**src/rtl/apba_pkg.sv**
```systemverilog
// Shared constants, micro-operation codes and controller/datapath bundles for the allocator.
package apba_pkg;

  // Table geometry
  localparam int MAX_POOLS    = 8;
  localparam int BLOCKS       = 16;
  localparam int STRIDES      = 16;
  localparam int PIDX_W       = $clog2(MAX_POOLS);
  localparam int BIDX_W       = $clog2(BLOCKS);
  localparam int SIDX_W       = $clog2(STRIDES);
  localparam int BCNT_W       = $clog2(BLOCKS + 1);
  localparam int SCNT_W       = $clog2(STRIDES + 1);
  localparam int POPEN_W      = $clog2(MAX_POOLS + 1);
  localparam int FB_AW        = PIDX_W + BIDX_W;
  localparam int ST_AW        = PIDX_W + SIDX_W;
  localparam int FB_DEPTH     = MAX_POOLS * BLOCKS;
  localparam int ST_DEPTH     = MAX_POOLS * STRIDES;

  // Remainder unit
  localparam int DIV_STEPS    = 32;
  localparam int DIV_CNT_W    = 6;

  // Configuration
  localparam int CFG_IDX_W    = 2;
  localparam logic [CFG_IDX_W-1:0] CFG_MULT  = 2'd0;
  localparam logic [CFG_IDX_W-1:0] CFG_PSIZE = 2'd1;
  localparam logic [3:0]  MULT_RESET  = 4'd3;
  localparam logic [31:0] PSIZE_RESET = 32'd67108864;

  // Result status codes
  localparam logic [1:0] ST_OK      = 2'd0;
  localparam logic [1:0] ST_NO_POOL = 2'd1;
  localparam logic [1:0] ST_FULL    = 2'd2;
  localparam logic [1:0] ST_OVF     = 2'd3;

  // Datapath micro-operations
  localparam int OP_W = 5;
  localparam logic [OP_W-1:0] OP_NONE      = 5'd0;
  localparam logic [OP_W-1:0] OP_LOAD      = 5'd1;
  localparam logic [OP_W-1:0] OP_SCAN_INIT = 5'd2;
  localparam logic [OP_W-1:0] OP_NEXT_POOL = 5'd3;
  localparam logic [OP_W-1:0] OP_RD_BLK    = 5'd4;
  localparam logic [OP_W-1:0] OP_DIV_GO    = 5'd5;
  localparam logic [OP_W-1:0] OP_EVAL      = 5'd6;
  localparam logic [OP_W-1:0] OP_NEW_POOL  = 5'd7;
  localparam logic [OP_W-1:0] OP_SI_INIT   = 5'd8;
  localparam logic [OP_W-1:0] OP_SI_RD     = 5'd9;
  localparam logic [OP_W-1:0] OP_SI_WR_NEW = 5'd10;
  localparam logic [OP_W-1:0] OP_SI_SHIFT  = 5'd11;
  localparam logic [OP_W-1:0] OP_GRANT     = 5'd12;
  localparam logic [OP_W-1:0] OP_DROP      = 5'd13;
  localparam logic [OP_W-1:0] OP_F_INIT    = 5'd14;
  localparam logic [OP_W-1:0] OP_FS_RD     = 5'd15;
  localparam logic [OP_W-1:0] OP_FS_STEP   = 5'd16;
  localparam logic [OP_W-1:0] OP_FS_HIT    = 5'd17;
  localparam logic [OP_W-1:0] OP_F_ADD     = 5'd18;
  localparam logic [OP_W-1:0] OP_F_OFF     = 5'd19;
  localparam logic [OP_W-1:0] OP_FD_RD     = 5'd20;
  localparam logic [OP_W-1:0] OP_FD_WR     = 5'd21;
  localparam logic [OP_W-1:0] OP_FD_END    = 5'd22;
  localparam logic [OP_W-1:0] OP_FA        = 5'd23;
  localparam logic [OP_W-1:0] OP_MR_SKIP   = 5'd24;
  localparam logic [OP_W-1:0] OP_MR_RD     = 5'd25;
  localparam logic [OP_W-1:0] OP_MW        = 5'd26;
  localparam logic [OP_W-1:0] OP_MC        = 5'd27;
  localparam logic [OP_W-1:0] OP_RES       = 5'd28;

  typedef struct packed {
    logic [OP_W-1:0] op;
    logic [1:0]      code;
    logic            grant;
  } cmd_t;

  typedef struct packed {
    logic size_ovf;
    logic is_free;
    logic fp_bad;
    logic at_pool_end;
    logic at_blk_end;
    logic div_done;
    logic fits;
    logic pad_zero;
    logic found;
    logic pools_full;
    logic stc_full;
    logic si_zero;
    logic st_lt;
    logic fs_end;
    logic fs_less;
    logic size_zero;
    logic blk_full;
    logic hit;
    logic sd_end;
    logic mr_end;
    logic i_is_t;
    logic adj;
    logic need_copy;
    logic newsize_zero;
  } stat_t;

endpackage

```
**src/rtl/apba_ctrl.sv**
```systemverilog
// Controller: sequences allocate and free transactions over the datapath.
module apba_ctrl (
  input  logic             clk,
  input  logic             rst_n,
  input  logic             start,
  output logic             busy,
  input  apba_pkg::stat_t  stat,
  output apba_pkg::cmd_t   cmd
);
  import apba_pkg::*;

  localparam logic [4:0] S_IDLE  = 5'd0;
  localparam logic [4:0] S_CHK   = 5'd1;
  localparam logic [4:0] S_AR    = 5'd2;
  localparam logic [4:0] S_AW    = 5'd3;
  localparam logic [4:0] S_DIV   = 5'd4;
  localparam logic [4:0] S_EV    = 5'd5;
  localparam logic [4:0] S_NEW   = 5'd6;
  localparam logic [4:0] S_SI0   = 5'd7;
  localparam logic [4:0] S_SI    = 5'd8;
  localparam logic [4:0] S_SIW   = 5'd9;
  localparam logic [4:0] S_GRANT = 5'd10;
  localparam logic [4:0] S_DROP  = 5'd11;
  localparam logic [4:0] S_FS    = 5'd12;
  localparam logic [4:0] S_FSW   = 5'd13;
  localparam logic [4:0] S_FC    = 5'd14;
  localparam logic [4:0] S_FC2   = 5'd15;
  localparam logic [4:0] S_FD    = 5'd16;
  localparam logic [4:0] S_FDW   = 5'd17;
  localparam logic [4:0] S_FA    = 5'd18;
  localparam logic [4:0] S_MR    = 5'd19;
  localparam logic [4:0] S_MW    = 5'd20;
  localparam logic [4:0] S_MC    = 5'd21;
  localparam logic [4:0] S_RES   = 5'd22;

  logic [4:0] state_r, state_nxt;
  logic [1:0] code_r, code_nxt;
  logic       grant_r, grant_nxt;

  // Next state and micro-operation
  always_comb begin
    state_nxt = state_r;
    code_nxt  = code_r;
    grant_nxt = grant_r;
    cmd.op    = OP_NONE;
    cmd.code  = code_r;
    cmd.grant = grant_r;
    unique case (state_r)
      S_IDLE: begin
        if (start) begin
          cmd.op    = OP_LOAD;
          state_nxt = S_CHK;
        end
      end
      S_CHK: begin
        grant_nxt = 1'b0;
        if (stat.size_ovf) begin
          code_nxt = ST_OVF; state_nxt = S_RES;
        end else if (stat.is_free) begin
          if (stat.fp_bad) begin
            code_nxt = ST_NO_POOL; state_nxt = S_RES;
          end else begin
            cmd.op = OP_F_INIT; state_nxt = S_FS;
          end
        end else begin
          cmd.op = OP_SCAN_INIT; state_nxt = S_AR;
        end
      end
      S_AR: begin
        if (stat.at_pool_end) begin
          state_nxt = stat.found ? S_SI0 : S_NEW;
        end else if (stat.at_blk_end) begin
          cmd.op = OP_NEXT_POOL;
        end else begin
          cmd.op = OP_RD_BLK; state_nxt = S_AW;
        end
      end
      S_AW: begin
        cmd.op = OP_DIV_GO; state_nxt = S_DIV;
      end
      S_DIV: begin
        if (stat.div_done) state_nxt = S_EV;
      end
      S_EV: begin
        cmd.op    = OP_EVAL;
        state_nxt = (stat.fits && stat.pad_zero) ? S_GRANT : S_AR;
      end
      S_NEW: begin
        if (stat.pools_full) begin
          code_nxt = ST_NO_POOL; state_nxt = S_RES;
        end else begin
          cmd.op = OP_NEW_POOL; state_nxt = S_GRANT;
        end
      end
      S_SI0: begin
        if (stat.stc_full) begin
          code_nxt = ST_FULL; state_nxt = S_RES;
        end else begin
          cmd.op = OP_SI_INIT; state_nxt = S_SI;
        end
      end
      S_SI: begin
        if (stat.si_zero) begin
          cmd.op = OP_SI_WR_NEW; state_nxt = S_GRANT;
        end else begin
          cmd.op = OP_SI_RD; state_nxt = S_SIW;
        end
      end
      S_SIW: begin
        if (stat.st_lt) begin
          cmd.op = OP_SI_WR_NEW; state_nxt = S_GRANT;
        end else begin
          cmd.op = OP_SI_SHIFT; state_nxt = S_SI;
        end
      end
      S_GRANT: begin
        cmd.op    = OP_GRANT;
        code_nxt  = ST_OK;
        grant_nxt = 1'b1;
        state_nxt = stat.newsize_zero ? S_DROP : S_RES;
      end
      S_DROP: begin
        cmd.op = OP_DROP; state_nxt = S_RES;
      end
      S_FS: begin
        if (stat.fs_end) begin
          state_nxt = S_FC;
        end else begin
          cmd.op = OP_FS_RD; state_nxt = S_FSW;
        end
      end
      S_FSW: begin
        if (stat.fs_less) begin
          cmd.op = OP_FS_STEP; state_nxt = S_FS;
        end else begin
          cmd.op = OP_FS_HIT; state_nxt = S_FC;
        end
      end
      S_FC: begin
        cmd.op = OP_F_ADD; state_nxt = S_FC2;
      end
      S_FC2: begin
        if (stat.size_ovf) begin
          code_nxt = ST_OVF; state_nxt = S_RES;
        end else if (!stat.size_zero && stat.blk_full) begin
          code_nxt = ST_FULL; state_nxt = S_RES;
        end else if (stat.hit) begin
          cmd.op = OP_F_OFF; state_nxt = S_FD;
        end else begin
          state_nxt = S_FA;
        end
      end
      S_FD: begin
        if (stat.sd_end) begin
          cmd.op = OP_FD_END; state_nxt = S_FA;
        end else begin
          cmd.op = OP_FD_RD; state_nxt = S_FDW;
        end
      end
      S_FDW: begin
        cmd.op = OP_FD_WR; state_nxt = S_FD;
      end
      S_FA: begin
        code_nxt = ST_OK;
        if (stat.size_zero) begin
          state_nxt = S_RES;
        end else begin
          cmd.op = OP_FA; state_nxt = S_MR;
        end
      end
      S_MR: begin
        if (stat.mr_end) begin
          state_nxt = S_RES;
        end else if (stat.i_is_t) begin
          cmd.op = OP_MR_SKIP;
        end else begin
          cmd.op = OP_MR_RD; state_nxt = S_MW;
        end
      end
      S_MW: begin
        if (!stat.adj) begin
          cmd.op = OP_MR_SKIP; state_nxt = S_MR;
        end else begin
          cmd.op    = OP_MW;
          state_nxt = stat.need_copy ? S_MC : S_MR;
        end
      end
      S_MC: begin
        cmd.op = OP_MC; state_nxt = S_MR;
      end
      S_RES: begin
        cmd.op = OP_RES; state_nxt = S_IDLE;
      end
      default: begin
        state_nxt = S_IDLE;
      end
    endcase
  end

  // Hold state and pending result code
  always_ff @(posedge clk) begin
    if (!rst_n) begin
      state_r <= S_IDLE;
      code_r  <= ST_OK;
      grant_r <= 1'b0;
    end else begin
      state_r <= state_nxt;
      code_r  <= code_nxt;
      grant_r <= grant_nxt;
    end
  end

  assign busy = (state_r != S_IDLE);

endmodule

```
**config.mk**
```make
export PLATFORM = sky130hd
export DESIGN_NAME = apba_ctrl
export DESIGN_NICKNAME = d
export VERILOG_FILES = /design/src/rtl/apba_pkg.sv /design/src/rtl/apba_ctrl.sv
export SDC_FILE = /design/constraint.sdc
export NUM_CORES = 1
export LEC_CHECK = 0
export BUFFER_PORTS_ARGS = -buffer_cell sky130_fd_sc_hd__buf_2
export CORE_MARGIN = 2
export CORE_UTILIZATION = 45
export CTS_CLUSTER_DIAMETER = 50
export DETAILED_ROUTE_END_ITERATION = 8
export HOLD_SLACK_MARGIN = 0.12
export PLACE_DENSITY = 0.68
export SYNTH_ARGS = -nofsm -noshare
export SYNTH_HDL_FRONTEND = slang
export SYNTH_SLANG_ARGS = --single-unit
```
**constraint.sdc**
```tcl
create_clock -name clk -period 3.8 [get_ports clk]
set_clock_uncertainty 0.1 [all_clocks]
set_input_delay 0.76 -clock clk [delete_from_list [all_inputs] [get_ports clk]]
set_output_delay 0.76 -clock clk [all_outputs]
set_load 0.1 [all_outputs]
```
* Word-level counts from Yosys, hierarchy flattened
Index checks and enable logic that the tools add are counted.
Operators by class: equality and inequality tests 31, mux-type cells 55, reductions and logical operators 10
Operators by type and width (count):
- one-hot mux 5 bit (22 select lines) | 2
- 2-to-1 mux 5 bit | 19
- equality test 5 x 4 -> 1 bit (second input constant) | 8
- equality test 5 bit (second input constant) | 7
- 2-to-1 mux 2 bit | 15
- 2-to-1 mux 3 bit | 8
- equality test 5 x 3 -> 1 bit (second input constant) | 4
- 2-to-1 mux 4 bit | 4
- != test 3 bit (second input constant) | 5
- equality test 5 x 2 -> 1 bit (second input constant) | 2
- one-hot mux 2 bit (5 select lines) | 1
- nonzero test 5 bit | 2
- != test 2 bit (second input constant) | 4
- AND reduction 6 bit | 1
- equality test 5 x 1 -> 1 bit (second input constant) | 1
- logical NOT 5 bit | 1
- 2-to-1 mux 1 bit | 5
- AND reduction 4 bit | 1
- logical AND 1 bit | 2
- one-hot mux 1 bit (2 select lines) | 1
- nonzero test 2 bit | 1
- OR reduction 2 bit | 1
- logical NOT 1 bit | 1
Storage, ports and cells: bits in registers 8, input port bits 27, output and inout port bits 9

* Logic depth before layout (Yosys ltp)
depth in word-level cells 5, gate-level depth with buffers 8, gate-level depth less buffers 5

* Worst setup path after synthesis
Ideal clock, no wire load.
path kind reg2out, start reg state_r[1], end out cmd[3] in the netlist's numbering, arrival 3274 ps, path slack -334 ps, stages on the path, launching flop included 7, buffers on the path 3, cells stage by stage dfxtp_1 -> buf_6 -> buf_2 -> buf_2 -> o21ai_0 -> o31ai_1 -> o311ai_1
RTL lines:
- start: declaration | line apba_ctrl.sv:36 | logic [4:0] state_r, state_nxt;
- start signal: assignment | line apba_ctrl.sv:207 | state_r <= state_nxt;
- end: declaration | line apba_ctrl.sv:8 | output apba_pkg::cmd_t cmd

==> results.md <==
- Status: finished, final reports clean
- Sequential fraction of the synthesis area: 11.7%
- CTS Buffer Depth: 2
- Post-synthesis xor/xnor area fraction: 0%
- CTS tree: built
- RSZ-0062 raised after global routing: no
- Yosys top cell area share: 11.7%
- Final net count: 256
- Fmax: 291 MHz
- Final Hold Fails: 0
- Setup-failing EPs final: 0
- Commonest non-fill, non-tap cell in the layout: buf_2
- Sw Pwr: 0.000844 W
- Layout cells sized above 1: 26.4%
- Logic gate share of total power: 83.1%
- Die area: 0.00351 mm2
- Worst setup SP type: register
- Cell Rows: 20
- Remaining antenna violation count after routing: 0
- Pins Over Slew Limit: 0
- Total CTS buffers: 3
- P&R area growth vs syn: 13.1%
- Tightest Pin Transition: 543 ps
- Final critical-path required period: 3440 ps
- EDFF count, synth: 0
- Commonest cells after routing, fill and taps aside: 35 x buf_2, 21 x a21oi_1, 17 x nor2_1
- Synth warnings: 0
- DP HPWL: 3320 um
- Int Power: 0.000441 W
- Average size of a mapped cell: 6.93 um2
- Pwr dens: 828 mW/mm2
- Hold buffers post-CTS: 0
- Inserted Diodes: 0
- Clk slew on worst S/H paths: 60 ps
- Largest family of logic cells by synthesized area: simple AND/OR/NAND/NOR gates
- Flop2flop setup slack: 1570 ps
- Buffers on Ports: 35
- Arrival @ worst endpoint: 2580 ps
- Clock Tree Root: clkbuf_4
- P_leak: 0.599 nW
- Pre-Repair DR Iteration Count: 4
- Hold slack: 403 ps
- Max-cap violations: 0
- Initial detailed-routing violation count: 172
- Setup TNS: 0 ps
- Part of the power in registers: 11.7%
- Chip width: 59.2 um
- DR WL/cell: 17.0 um
- Residual DRC: 0
- Max-slew headroom: 63.7%
- Number of post-CTS setup repair buffers: 0
- RePlAce Congestion: 0.948
- Initial core utilization: 46.1%
- Main area contributors after synthesis: dfxtp_1 12%, a21oi_1 7.7%, nor2_1 4.6%, nand2_1 4.4%, buf_6 4.1%
- Post-Syn Nets: 225
- Net switching fraction of the power: 65.7%
- Setup CP Type: register to output port
- Ratio of final minimum period to clock period: 90.5%
- #FFs+latches synth: 8
- Initial antenna violation count: 0
- Post-synthesis compound-gate area fraction: 35.3%
- Clk sink count: 8
- Grt total ovfl: 0
- Adder-Cell Fraction of Synth Area: 0%
- Post-Syn Instances: 198
- Wire length after detailed routing: 4420 um
- Clock share of power: 5.2%
- Later-pin clock latency in the skew report: 260 ps
- Worst Hold Class: register to register
- Simple-gate share of the synthesized area: 41.0%
- Syn Std Cell Area: 0.00137 mm2
- Dominant register cell in the synthesized netlist: dfxtp_1
- Vias in the first global route: 1514
- CP endpoint kind: output port
- Worst VDD drop: 433 uV
- Vias per cell: 6.45
- Via count: 1677
- Synth cell types: 62
- Required time of the critical path: 2940 ps
- I/O Pins: 36
- Core Area: 0.00298 mm2
- Post-CTS sizing: 0
- Cell taking the most area after synthesis: dfxtp_1
- Ys async rst share: 0%
- Crit Path Max Fanout: 13
- GRT Total Usage: 25.9%
- Global-route wire length before repair: 6980 um
- Largest net degree at the start of global routing: 39
- Die Y-Extent: 59.2 um
- H-tree levels: 1
- Mux share of post-synthesis cell area: 1.46%
Yosys cell counts, drive strengths merged, types with 5 or more instances:
cell type,n
o31ai,5
dfxtp,8
nor2b,7
nor2,18
nand2,16
o21ai,11
buf,17
or2b,5
a21oi,21
nand3,9
nor3,10
layer usage:
| metal | part of all wire (%) | GRT usage, % |
|---|---|---|
| met2 | 46 | 40.8 |
| met4 | 2.1 | 8.77 |
| met3 | 7.6 | 3.28 |
| met5 | 0 | 0 |
| met1 | 44 | 36.3 |
layout make-up:
type | count | area [um2]
clock buffers | 3 | 22.5
fillers | 320 | 1430
inverters | 5 | 18.8
multi-input cells | 168 | 1070
flip-flops and latches | 8 | 160
well taps | 33 | 41.3
repair buffers | 43 | 235
power groups by stage:
stage          logic, W  registers (W)  clock network (W)
3_3_place_gp    0.00106       0.000151                  0
5_1_grt         0.00113       0.000155          0.0000759
2_1_floorplan  0.000854       0.000201                  0
4_1_cts         0.00105       0.000148          0.0000685
3_5_place_dp    0.00105       0.000151                  0
6_report        0.00107       0.000151          0.0000667
through the flow:
step           power, W  cells  utilization (%)  cell area, um2  setup slack, ps
4_1_cts         0.00127    260             52.1            1550              407
5_1_grt         0.00136    260             52.1            1550              228
3_5_place_dp    0.00120    257             51.4            1530              633
6_report        0.00129    260             52.1            1550              362
3_3_place_gp    0.00121    257             51.4            1530              665
2_1_floorplan   0.00105    198                -            1380              388
worst max-delay path: stages (launching register included):
cell and delay (ps):
dfxtp_1 520, buf_4 260, nand3_1 210, nor4_2 410, nand2_1 130, and4_1 220
o2111ai_1 100, buf_2 460
flip-flops by register name, indices dropped and copies added, names as in the netlist:
register  flops
state_r       5
code_r        2
grant_r       1
path summary, 6_finish.rpt:
check              endpoint        from  cells past startpoint
hold / removal      grant_r     grant_r                      2
hold reg to reg     grant_r     grant_r                      2
setup / recovery     cmd[4]  state_r[0]                      7
setup reg to reg  code_r[0]  state_r[4]                      6
cell families after synthesis:
logic type             count (synthesis)
buffers and inverters                 22
muxes                                  2
DFF                                    8
and+or+nand+nor                       94
AOI/OAI and AO/OA                     72
(Power assumes the default switching activity.)
